==> config.mk <==
export PLATFORM = sky130hd
export DESIGN_NAME = fork_token_mutex_node_top
export DESIGN_NICKNAME = d
export VERILOG_FILES = /design/src/design/ftmn_pkg.sv /design/src/design/ftmn_cell.sv /design/src/design/fork_token_mutex_node_top.sv
export SDC_FILE = /design/constraint.sdc
export NUM_CORES = 1
export LEC_CHECK = 0
export ABC_CLOCK_PERIOD_IN_PS = 8220
export BUFFER_PORTS_ARGS = -buffer_cell sky130_fd_sc_hd__buf_2
export CORE_ASPECT_RATIO = 0.75
export CORE_MARGIN = 2
export CORE_UTILIZATION = 25
export CTS_BUF_LIST = sky130_fd_sc_hd__clkbuf_4 sky130_fd_sc_hd__clkbuf_8
export CTS_CLUSTER_DIAMETER = 60
export DETAILED_ROUTE_END_ITERATION = 8
export SLEW_MARGIN = 15
export SYNTH_ARGS = -nofsm -noshare
export SYNTH_HDL_FRONTEND = slang
export SYNTH_SLANG_ARGS = --single-unit
==> constraint.sdc <==
create_clock -name clk_i -period 8.22 [get_ports clk_i]
set_input_delay 0 -clock clk_i [delete_from_list [all_inputs] [get_ports clk_i]]
set_output_delay 0 -clock clk_i [all_outputs]
set_load 0.005 [all_outputs]
==> src/design/ftmn_pkg.sv <==
package ftmn_pkg;

  localparam int unsigned NODES = 16;
  localparam int unsigned IDX_W = $clog2(NODES);
  localparam int unsigned CNT_W = $clog2(NODES + 1);
  localparam int unsigned TALLY_W = 4;
  localparam logic [TALLY_W-1:0] TALLY_MAX = {TALLY_W{1'b1}};
  localparam int unsigned CFG_IDX_W = 2;
  localparam int unsigned CFG_DATA_W = 5;

  typedef enum logic [1:0] {
    CFG_OWN_ID     = 2'd0,
    CFG_NODE_TOTAL = 2'd1,
    CFG_STARTS_FORK = 2'd2
  } cfg_reg_e;

  typedef enum logic [1:0] {
    ACT_MSG     = 2'd0,
    ACT_ENTER   = 2'd1,
    ACT_RELEASE = 2'd2
  } action_e;

  typedef enum logic [1:0] {
    MSG_REQUEST = 2'd0,
    MSG_RELEASE = 2'd1,
    MSG_DONE    = 2'd2,
    MSG_STARTED = 2'd3
  } msg_kind_e;

  typedef enum logic [1:0] {
    FORK_ABSENT = 2'd0,
    FORK_CLEAN  = 2'd1,
    FORK_DIRTY  = 2'd2
  } fork_e;

  typedef enum logic [1:0] {
    SEND_NONE    = 2'd0,
    SEND_BCAST   = 2'd1,
    SEND_RELEASE = 2'd2
  } send_kind_e;

  typedef enum logic [1:0] {
    ST_IDLE,
    ST_MOD,
    ST_SCAN
  } state_e;

  typedef struct packed {
    logic [1:0] action;
    logic [1:0] message_kind;
    logic [3:0] sender_id;
  } in_item_t;

  typedef struct packed {
    logic [1:0] send_kind;
    logic [3:0] send_target;
    logic       section_granted;
    logic [1:0] fork_now;
    logic [3:0] done_seen;
    logic [3:0] started_seen;
    logic       misuse_error;
  } result_t;

  typedef struct packed {
    logic set;
    logic clr;
    logic clr_all;
    logic load;
    logic sel;
    logic shift;
    logic last;
  } cell_ctl_t;

endpackage

==> src/design/ftmn_cell.sv <==
module ftmn_cell
  import ftmn_pkg::*;
(
  input  logic      clk_i,
  input  logic      rst_ni,
  input  cell_ctl_t ctl_i,
  input  logic      tok_i,
  output logic      tok_fwd_o,
  output logic      tok_wrap_o,
  output logic      hit_o
);

  logic pend_q, pend_d;
  logic tok_q, tok_d;

  always_comb begin
    pend_d = pend_q;
    if (ctl_i.clr_all) begin
      pend_d = 1'b0;
    end else if (ctl_i.set) begin
      pend_d = 1'b1;
    end else if (ctl_i.clr) begin
      pend_d = 1'b0;
    end
    tok_d = tok_q;
    if (ctl_i.load) begin
      tok_d = ctl_i.sel;
    end else if (ctl_i.shift) begin
      tok_d = tok_i;
    end
  end

  always_ff @(posedge clk_i or negedge rst_ni) begin
    if (!rst_ni) begin
      pend_q <= 1'b0;
      tok_q  <= 1'b0;
    end else begin
      pend_q <= pend_d;
      tok_q  <= tok_d;
    end
  end

  assign tok_fwd_o  = tok_q & ~ctl_i.last;
  assign tok_wrap_o = tok_q & ctl_i.last;
  assign hit_o      = tok_q & pend_q;

endmodule

==> src/design/fork_token_mutex_node_top.sv <==
// Fork token mutual exclusion node.
// Items enter on start_i/in_item_i; a transfer happens when start_i is high
// and busy_o is low. Exactly one result follows each item on result_o, marked
// by result_valid_o for one cycle; the receiver cannot stall it.
// Messages, enter requests, misused releases and unknown actions: result in the
// cycle after the transfer, next item may follow at once.
// A release holding a clean fork runs the round-robin search: it reduces
// own_node_id modulo the node count (one subtract per cycle), places a token,
// then walks the token round a ring of request cells, visiting at most 16
// nodes. With a node count of zero it ends without a search. busy_o drops in
// the cycle that carries the result strobe.
// Configuration: cfg_valid_i/cfg_ready_o with cfg_index_i and cfg_data_i;
// ready is always high, write only while the node is idle. Writing the
// starts-with-fork register also reloads the fork state.
// Reset: own id 0, two nodes, fork absent, no requests, tallies zero.
module fork_token_mutex_node_top
  import ftmn_pkg::*;
(
  input  logic                  clk_i,
  input  logic                  rst_ni,
  input  logic                  start_i,
  input  in_item_t              in_item_i,
  output logic                  busy_o,
  output logic                  result_valid_o,
  output result_t               result_o,
  input  logic                  cfg_valid_i,
  output logic                  cfg_ready_o,
  input  logic [CFG_IDX_W-1:0]  cfg_index_i,
  input  logic [CFG_DATA_W-1:0] cfg_data_i
);

  state_e               state_q, state_d;
  fork_e                fork_q, fork_d;
  logic [TALLY_W-1:0]   dtally_q, dtally_d;
  logic [TALLY_W-1:0]   stally_q, stally_d;
  logic [IDX_W-1:0]     own_q;
  logic [CNT_W-1:0]     total_q;
  logic [IDX_W-1:0]     start_q, start_d;
  logic [IDX_W-1:0]     idx_q, idx_d;
  logic [IDX_W-1:0]     cnt_q, cnt_d;
  result_t              res_q, res_d;
  logic                 vld_q, vld_d;

  logic [CNT_W-1:0]     n_eff;
  logic [CNT_W-1:0]     n_last;
  logic                 set_en, clr_en, clr_all, load, shift, fin;
  logic [1:0]           send_kind;
  logic [3:0]           send_target;
  logic                 misuse;
  logic                 cfg_wr;

  cell_ctl_t            ctl [NODES];
  logic [NODES-1:0]     tok_in, tok_fwd, tok_wrap, hit;

  assign n_eff  = (total_q > CNT_W'(NODES)) ? CNT_W'(NODES) : total_q;
  assign n_last = n_eff - CNT_W'(1);
  assign cfg_ready_o = 1'b1;
  assign cfg_wr = cfg_valid_i & cfg_ready_o;

  always_comb begin
    state_d     = state_q;
    fork_d      = fork_q;
    dtally_d    = dtally_q;
    stally_d    = stally_q;
    start_d     = start_q;
    idx_d       = idx_q;
    cnt_d       = cnt_q;
    res_d       = res_q;
    vld_d       = 1'b0;
    set_en      = 1'b0;
    clr_en      = 1'b0;
    clr_all     = 1'b0;
    load        = 1'b0;
    shift       = 1'b0;
    fin         = 1'b0;
    send_kind   = SEND_NONE;
    send_target = '0;
    misuse      = 1'b0;
    case (state_q)
      ST_IDLE: begin
        if (start_i) begin
          fin = 1'b1;
          case (in_item_i.action)
            ACT_MSG: begin
              case (in_item_i.message_kind)
                MSG_REQUEST: begin
                  if (fork_q == FORK_DIRTY) begin
                    fork_d      = FORK_ABSENT;
                    send_kind   = SEND_RELEASE;
                    send_target = in_item_i.sender_id;
                  end else begin
                    set_en = 1'b1;
                  end
                end
                MSG_RELEASE: fork_d = FORK_CLEAN;
                MSG_DONE: begin
                  clr_en = 1'b1;
                  if (dtally_q != TALLY_MAX) dtally_d = dtally_q + TALLY_W'(1);
                end
                MSG_STARTED: begin
                  if (stally_q != TALLY_MAX) stally_d = stally_q + TALLY_W'(1);
                end
                default: ;
              endcase
            end
            ACT_ENTER: begin
              fork_d = (fork_q == FORK_DIRTY) ? FORK_CLEAN : fork_q;
              if (fork_d != FORK_CLEAN) send_kind = SEND_BCAST;
            end
            ACT_RELEASE: begin
              if (fork_q != FORK_CLEAN) begin
                misuse = 1'b1;
              end else begin
                fin     = 1'b0;
                fork_d  = FORK_DIRTY;
                start_d = own_q;
                state_d = ST_MOD;
              end
            end
            default: ;
          endcase
        end
      end
      ST_MOD: begin
        if (n_eff == '0) begin
          fin     = 1'b1;
          state_d = ST_IDLE;
        end else if ({1'b0, start_q} >= n_eff) begin
          start_d = IDX_W'({1'b0, start_q} - n_eff);
        end else begin
          load    = 1'b1;
          idx_d   = start_q;
          cnt_d   = '0;
          state_d = ST_SCAN;
        end
      end
      ST_SCAN: begin
        if (|hit) begin
          clr_all     = 1'b1;
          fork_d      = FORK_ABSENT;
          send_kind   = SEND_RELEASE;
          send_target = idx_q;
          fin         = 1'b1;
          state_d     = ST_IDLE;
        end else if ({1'b0, cnt_q} == n_last) begin
          fin     = 1'b1;
          state_d = ST_IDLE;
        end else begin
          shift = 1'b1;
          idx_d = ({1'b0, idx_q} == n_last) ? '0 : idx_q + IDX_W'(1);
          cnt_d = cnt_q + IDX_W'(1);
        end
      end
      default: state_d = ST_IDLE;
    endcase
    if (fin) begin
      vld_d                 = 1'b1;
      res_d.send_kind       = send_kind;
      res_d.send_target     = send_target;
      res_d.section_granted = (fork_d == FORK_CLEAN);
      res_d.fork_now        = fork_d;
      res_d.done_seen       = dtally_d;
      res_d.started_seen    = stally_d;
      res_d.misuse_error    = misuse;
    end
    if (cfg_wr && cfg_index_i == CFG_STARTS_FORK) begin
      fork_d = cfg_data_i[0] ? FORK_DIRTY : FORK_ABSENT;
    end
  end

  always_ff @(posedge clk_i or negedge rst_ni) begin
    if (!rst_ni) begin
      state_q  <= ST_IDLE;
      fork_q   <= FORK_ABSENT;
      dtally_q <= '0;
      stally_q <= '0;
      own_q    <= '0;
      total_q  <= CNT_W'(2);
      start_q  <= '0;
      idx_q    <= '0;
      cnt_q    <= '0;
      vld_q    <= 1'b0;
    end else begin
      state_q  <= state_d;
      fork_q   <= fork_d;
      dtally_q <= dtally_d;
      stally_q <= stally_d;
      start_q  <= start_d;
      idx_q    <= idx_d;
      cnt_q    <= cnt_d;
      vld_q    <= vld_d;
      if (cfg_wr && cfg_index_i == CFG_OWN_ID) own_q <= cfg_data_i[IDX_W-1:0];
      if (cfg_wr && cfg_index_i == CFG_NODE_TOTAL) total_q <= cfg_data_i[CNT_W-1:0];
    end
  end

  always_ff @(posedge clk_i) begin
    res_q <= res_d;
  end

  assign busy_o         = (state_q != ST_IDLE);
  assign result_valid_o = vld_q;
  assign result_o       = res_q;

  for (genvar k = 0; k < NODES; k++) begin : g_cell
    always_comb begin
      ctl[k].set     = set_en && (in_item_i.sender_id == IDX_W'(k));
      ctl[k].clr     = clr_en && (in_item_i.sender_id == IDX_W'(k));
      ctl[k].clr_all = clr_all;
      ctl[k].load    = load;
      ctl[k].sel     = (start_q == IDX_W'(k));
      ctl[k].shift   = shift;
      ctl[k].last    = (n_last == CNT_W'(k));
    end
    if (k == 0) begin : g_head
      assign tok_in[k] = tok_fwd[NODES-1] | (|tok_wrap);
    end else begin : g_body
      assign tok_in[k] = tok_fwd[k-1];
    end
    ftmn_cell u_cell (
      .clk_i      (clk_i),
      .rst_ni     (rst_ni),
      .ctl_i      (ctl[k]),
      .tok_i      (tok_in[k]),
      .tok_fwd_o  (tok_fwd[k]),
      .tok_wrap_o (tok_wrap[k]),
      .hit_o      (hit[k])
    );
  end

  a_strobe_idle: assert property (@(posedge clk_i) disable iff (!rst_ni)
    result_valid_o |-> !busy_o)
    else $error("result strobed while busy");

  a_accept_progress: assert property (@(posedge clk_i) disable iff (!rst_ni)
    (start_i && !busy_o) |=> (result_valid_o || state_q == ST_MOD))
    else $error("accepted item neither finished nor searching");

  a_token_onehot: assert property (@(posedge clk_i) disable iff (!rst_ni)
    (state_q == ST_SCAN) |-> $onehot(tok_fwd | tok_wrap))
    else $error("search token lost or duplicated");

  a_scan_dirty: assert property (@(posedge clk_i) disable iff (!rst_ni)
    (state_q == ST_SCAN || state_q == ST_MOD) |-> (fork_q == FORK_DIRTY))
    else $error("fork not dirty during search");

  a_pass_clears: assert property (@(posedge clk_i) disable iff (!rst_ni)
    (state_q == ST_SCAN && (|hit)) |=> (result_valid_o && hit == '0 &&
      result_o.send_kind == SEND_RELEASE))
    else $error("fork pass did not complete");

endmodule

# ---- Word-level counts from Yosys, hierarchy flattened
# Cells that the tools add are included.
dict set report word_totals {
  input_bits 19
  elab_cells 427
  out_inout_bits 21
  reg_bits 84
}
dict set report classes {
  reduce_logical 69
  order_cmp 2
  bitwise 65
  eq_ne 72
  add_sub_neg 6
  n_mux 164
}
# cell n
set ops {}
lappend ops {{$mux W4} 29}
lappend ops {{$mux W1} 105}
lappend ops {{$eq A4 B4 Y1 const B} 16}
lappend ops {{$and A1 B1 Y1} 48}
lappend ops {{$reduce_bool A3 Y1} 16}
lappend ops {{$eq A5 B4 Y1 const B} 8}
lappend ops {{$mux W2} 18}
lappend ops {{$logic_and A1 B1 Y1} 35}
lappend ops {{$eq A4 B3 Y1 const B} 8}
lappend ops {{$pmux W4 S2} 4}
lappend ops {{$reduce_or A16 Y1} 2}
lappend ops {{$eq A5 B3 Y1 const B} 4}
lappend ops {{$add A4 B1 Y4 const B} 4}
lappend ops {{$eq A4 B2 Y1 const B} 4}
lappend ops {{$not A1 Y1} 16}
lappend ops {{$pmux W2 S2} 4}
lappend ops {{$ne A2 B2 Y1 const B} 7}
lappend ops {{$eq A2 B2 Y1 const B} 6}
lappend ops {{$pmux W2 S3} 2}
lappend ops {{$eq A2 B1 Y1 const B} 5}
lappend ops {{$eq A4 B5 Y1} 2}
lappend ops {{$eq A5 B2 Y1 const B} 2}
lappend ops {{$logic_not A5 Y1} 2}
lappend ops {{$reduce_and A5 Y1} 2}
lappend ops {{17 further kinds} 29}

# ---- Logic depth before layout (Yosys ltp)
dict set report logic_depth {
  word_depth 9
  ltp_mapped 12
  ltp_nobuf 10
}

# ---- Modules after synthesis
# From an unflattened synthesis, not the netlist that was laid out.
dict set report hier_totals {
  cells_unflattened 550
  hier_area_um2 5069.9
}
# mod seq_area_each_um2 instances cells_per_inst area_each_um2
set modules_own_cells {}
lappend modules_own_cells {fork_token_mutex_node_top 1392.6 1 374 3428.3}
lappend modules_own_cells {ftmn_cell 50.0 16 11 102.6}

# ---- Least setup slack after synthesis
# OpenSTA, ideal clock, no wires.
dict set report synth_timing {
  path_type {flip-flop to flip-flop}
  startpoint {register total_q[4]}
  endpoint {register res_q, in the netlist result_o[0], enable pin}
  t_arrival_ns 3.402
  synth_period_minus_slack_ns 3.802
  n_path_buf 1
  required_time_ns 7.820
  setup_time_ns 0.400
  stages_incl_launch_ff 11
  path_slack_ns 4.418
  path_cell_list {dfrtp_1 > buf_2 > nor2b_1 > inv_1 > ha_1 > nor4b_2 > nor2_1 > nand3_1 > or3_4 > a21o_1 > a21oi_1}
}
dict set report synth_between {
  elab_chain_cells 7
  elab_cells_between_ends 9
  cone_classes {add/sub: 1; order compare: 1; eq/ne: 1; mux: 5; reduce/logical: 1}
}
# element line_no
set synth_rtl {}
lappend synth_rtl {{start, declared} fork_token_mutex_node_top.sv:37} ;# logic [CNT_W-1:0] total_q;
lappend synth_rtl {{start signal, assigned} fork_token_mutex_node_top.sv:193} ;# if (cfg_wr && cfg_index_i == CFG_NODE_TOTAL) total_q <= cfg_data_i[CNT_W-1:0];
lappend synth_rtl {{$gt A5 B5 Y1} fork_token_mutex_node_top.sv:55} ;# assign n_eff = (total_q > CNT_W'(NODES)) ? CNT_W'(NODES) : total_q;
lappend synth_rtl {{$mux W5 (*)} fork_token_mutex_node_top.sv:55}
lappend synth_rtl {{$sub A5 B1 Y5} fork_token_mutex_node_top.sv:56} ;# assign n_last = n_eff - CNT_W'(1);
lappend synth_rtl {{$eq A4 B5 Y1} fork_token_mutex_node_top.sv:145} ;# end else if ({1'b0, cnt_q} == n_last) begin
lappend synth_rtl {{$mux W1} fork_token_mutex_node_top.sv:145}
lappend synth_rtl {{$mux W1} fork_token_mutex_node_top.sv:138} ;# if (|hit) begin
lappend synth_rtl {{$pmux W1 S3 (*)} fork_token_mutex_node_top.sv:79} ;# case (state_q)
lappend synth_rtl {{named net fin} fork_token_mutex_node_top.sv:46} ;# logic set_en, clr_en, clr_all, load, shift, fin;
lappend synth_rtl {{end signal, assigned} fork_token_mutex_node_top.sv:198} ;# res_q <= res_d;
lappend synth_rtl {{end, declared} fork_token_mutex_node_top.sv:41} ;# result_t res_q, res_d;
# The timed path passes the listed nets; every way through them passes the cells marked *.
# A chain may end at the register's enable or synchronous reset.

# ---- Worst setup path in the final report
dict set report layout_timing {
  startpoint {register total_q[4]}
  endpoint {register g_cell[5].u_cell.tok_q}
}
dict set report layout_between {
  elab_chain_cells 8
  elab_cells_between_ends 18
  cone_classes {add/sub: 1; order compare: 2; eq/ne: 2; mux: 9; bitwise: 2; reduce/logical: 2}
}
# element line_no
set layout_rtl {}
lappend layout_rtl {{$gt A5 B5 Y1} fork_token_mutex_node_top.sv:55}
lappend layout_rtl {{$mux W5 (*)} fork_token_mutex_node_top.sv:55}
lappend layout_rtl {{$sub A5 B1 Y5} fork_token_mutex_node_top.sv:56}
lappend layout_rtl {{$eq A4 B5 Y1 / $eq A5 B3 Y1 (equally long branches)} {fork_token_mutex_node_top.sv:145, fork_token_mutex_node_top.sv:213}}
lappend layout_rtl {{$mux W1 / $not A1 Y1 (equally long branches)} {fork_token_mutex_node_top.sv:145, ftmn_cell.sv:43}}
lappend layout_rtl {{$mux W1 / $and A1 B1 Y1 (equally long branches)} {fork_token_mutex_node_top.sv:138, ftmn_cell.sv:43}}
lappend layout_rtl {{$mux W1 (on tied branches)} {fork_token_mutex_node_top.sv:79, ftmn_cell.sv:28}}
lappend layout_rtl {{$reduce_bool A2 Y1 (no line) / $mux W1 (equally long branches)} -}
lappend layout_rtl {{end signal, assigned} ftmn_cell.sv:39} ;# tok_q <= tok_d;
lappend layout_rtl {{end, declared} ftmn_cell.sv:14} ;# logic tok_q, tok_d;
# Mark *: on every way between the ends. The rest lies on a longest branch, timed or not. The select of a mux whose other input is x is not followed.

==> key figures <==
Synth
  • Number of flops mapped to enable cells by yosys: 18
  • Synth area leader: dfrtp_1
  • Synthesis-stage register bit count: 84
  • Avg Cell Area, Syn: about 10 um^2
  • Synth async-reset ratio: just under 80%
  • YS warnings: 0
  • Post-synthesis cell type count: 62
  • Post-Syn Nets: approximately 530
  • Seq/Total Area, Yosys: 46.2%
  • Top cell type's share of synthesized area: between 30% and 40%
  • Most frequent cell after synthesis: dfrtp_1
  • Most common flop cell mapped by yosys: dfrtp_1
  • Post-Synthesis Cells: slightly below 500
  • Commonest cells post-synth: dfrtp_1 (65), o21ai_0 (48), nand2_1 (44)
  • Synth area leaders: dfrtp_1 (34%), edfxtp_1 (11%), o21ai_0 (5.1%)
  • Cell Area, Synth: around 0.0048 mm^2

CTS
  • # clock sinks: between 80 and 90
  • Post-CTS setup buffers: 0
  • Reg clk slew, reported paths: around 0.090 ns
  • CTS buffer count: 9
  • Clk root buf: clkbuf_8
  • H-tree Lvls: 3
  • Clk_lat worst skew: 0.37 ns
  • Post_cts resized: 0
  • CTS tree: done
  • CTS max path bufs: 2

Floorplanning
  • Die area: around 0.020 mm^2
  • Die width: 163 um
  • Initial Utilization: between 20% and 30%
  • CORE AREA: approximately 0.019 mm^2
  • Row count: between 40 and 50
  • Ports: 40
  • Die height: 123 um

Critical path
  • Crit Path Category: reg2reg
  • Critical Path Start Type: flop
  • CP max FO: 35
  • Critical Path RT: 8.47 ns
  • Crit end category: flop
  • Crit path arrival time: about 4.3 ns

GRT
  • Initial antenna violation count: 0
  • Grt ovf: 0
  • Total GRT Usage: between 10% and 20%
  • Largest net degree at the start of global routing: 67
  • First-pass GRT wire length: 20.1 mm
  • Number of global-route vias before repair: around 3700

Power and ir drop
  • Comb pwr share: 34.2%
  • Pwr dens: 284 mW/mm^2
  • Seq pwr share: between 40% and 50%
  • Pleak: roughly 2.3 nW
  • VDD IR-drop max: 91.1 uV
  • Internal: between 0.9 and 1 mW
  • Net Sw Frac: 39.6%
  • Sw power: between 0.6 and 0.7 mW
  • Clock share of power: just under 20%

Final layout
  • Number of diodes: 0
  • # nets final: roughly 570
  • Area grow syn2layout: 15.5%
  • Non-filler cells, final: about 780
  • Share of cells above drive strength 1: about 16%
  • Fill cells: just under 2000

Route
  • Total number of vias: ~3900
  • DR iter-0 viols: 266
  • First-pass DRT Iterations: 5
  • Via density: 4.96
  • DRC viols: 0
  • Routed Antenna Nets: 0
  • Routed len/inst: between 15 and 20 um
  • Drt total wl: about 12 mm

STA
  • Slew Viols, Final: 0
  • Peak Freq: approximately 250 MHz
  • Final Setup Violations: 0
  • Setup TNS: 0 ns
  • Normalized max-slew margin: roughly a quarter
  • Final hold vios: 0
  • Clk_skew: around 0.013 ns
  • Slew @ Worst Pin: around 1.1 ns
  • Tmin final: 4.07 ns
  • Period utilization: about half
  • RSZ-0062 raised after global routing: false

Place
  • RePlAce Congestion: slightly above 0.9
  • Post-DP HPWL: just under 9 mm
  • Placed Instances: about 750
  • I/O Buffers: 38

Hold path
  • Hold Path Class: in2reg

Run
  • Max Cap Viol: 0

Outcome
  • Status: complete, no violations
==> power by group through the flow <==
stage                     Combinational [mW]  Clock (mW)  Sequential (mW)
after floorplan                        0.407           0            0.652
after global placement                 0.524           0            0.719
after detailed placement               0.526           0            0.718
after CTS                              0.532       0.319            0.711
after global routing                   0.608       0.334            0.731
final                                  0.533       0.309            0.716
==> worst paths after layout <==
path / startpoint / depth (start not counted) / end / slack, ns
setup / recovery: total_q[4] / 10 / g_cell[5].u_cell.tok_q / 4.15
hold / removal: cfg_valid_i / 3 / fork_q[1] / 0.03
setup reg to reg: total_q[4] / 10 / g_cell[5].u_cell.tok_q / 4.15
hold reg to reg: own_q[2] / 1 / own_q[2] / 0.52
max in group asynchronous: rst_ni / 3 / g_cell[15].u_cell.tok_q / 7.28
min in group asynchronous: rst_ni / 3 / dtally_q[3] / 0.35
==> placed cells by master, fill, tap and decap left out, drive strengths merged, types with 2 or more instances in the layout <==
cell	n
o211ai	5
nor2b	14
a21o	6
o21a	4
nand3b	6
dfrtp	65
dlygate4sd3	11
o21ai	48
clkinvlp	2
a22o	7
nor3	11
and2	2
a31oi	5
ha	19
buf	41
o31ai	2
a211oi	4
inv	15
xnor2	6
mux2	17
o22ai	3
xor2	9
nor3b	6
and3	3
or3	3
nand3	19
a21oi	35
clkbuf	10
a221oi	3
edfxtp	18
nand4	6
nand2	44
nor4	2
nand2b	12
a41oi	5
a22oi	9
or2	3
nor2	35
==> logic make-up (layout without fill, tap and decap cells) <==
kind of cell | after synthesis | in the layout | synth area share (%)
fa+ha+maj | 20 | 20 | 5.43
other cells | 1 | 1 | 0.0789
flops | 84 | 84 | 46.2
compound gates | 147 | 147 | 19.7
buf+inv | 36 | 81 | 3.24
xor+xnor | 15 | 15 | 2.77
simple gates | 168 | 168 | 18.0
mux | 18 | 18 | 4.56
==> what timing repair did <==
action / in CTS / in global routing
hold buffers: 11 / 0
endpoints found under the hold margin: 80 / 0
setup endpoints to repair: 0 / 0
==> per-layer routing <==
metal  vias to the layer above  global-route usage (%)  share of wire, %
met1                      1844                    19.7                52
met3                        17                    3.82               8.3
met4                         0                    3.15               1.2
met2                       147                    17.0                38
li1                       1864                       -                 -
met5                         -                       0                 0
==> sequential cells by signal, summed over array words and instances, names as in the netlist, 2 cells and up <==
register              flops
g_cell.u_cell.tok_q      16
start_q                   4
total_q                   5
result_o                 18
state_q                   2
idx_q                     4
g_cell.u_cell.pend_q     16
cnt_q                     4
stally_q                  4
fork_q                    2
own_q                     4
dtally_q                  4
==> layout make-up <==
class	instances	area (um^2)	share of cell area, %
Multi-Input combinational cell	369	2410	43.9
Sequential cell	84	2190	40.0
Timing Repair Buffer	52	323	5.88
Tap cell	247	309	5.63
Clock buffer	10	131	2.39
Clock inverter	6	71.3	1.30
Inverter	13	48.8	0.889
==> critical path, cell delays in order, from the launching register on <==
cell	delay, ns
dfrtp_1	0.52
nor2b_1	0.51
inv_1	0.17
ha_1	0.32
nor4b_2	0.23
nor2_1	0.36
nand3_1	0.14
or3_4	0.38
a31oi_4	0.73
inv_2	0.23
mux2_4	0.35
==> per-stage QoR <==
| step | hold slack (ns) | util (%) | worst slack (ns) | area (um^2) | power (mW) |
|---|---|---|---|---|---|
| 2_1_floorplan | -0.296 | - | 4.42 | 4750 | 1.06 |
| 3_3_place_gp | 0.261 | 27.9 | 4.39 | 5180 | 1.24 |
| 3_5_place_dp | 0.262 | 27.9 | 4.21 | 5180 | 1.24 |
| 4_1_cts | 0.00803 | 29.6 | 4.17 | 5490 | 1.56 |
| 5_1_grt | 0.0391 | 29.6 | 3.87 | 5490 | 1.67 |
| 6_report | 0.0265 | 29.6 | 4.15 | 5490 | 1.56 |
(Power assumes the default switching activity.)
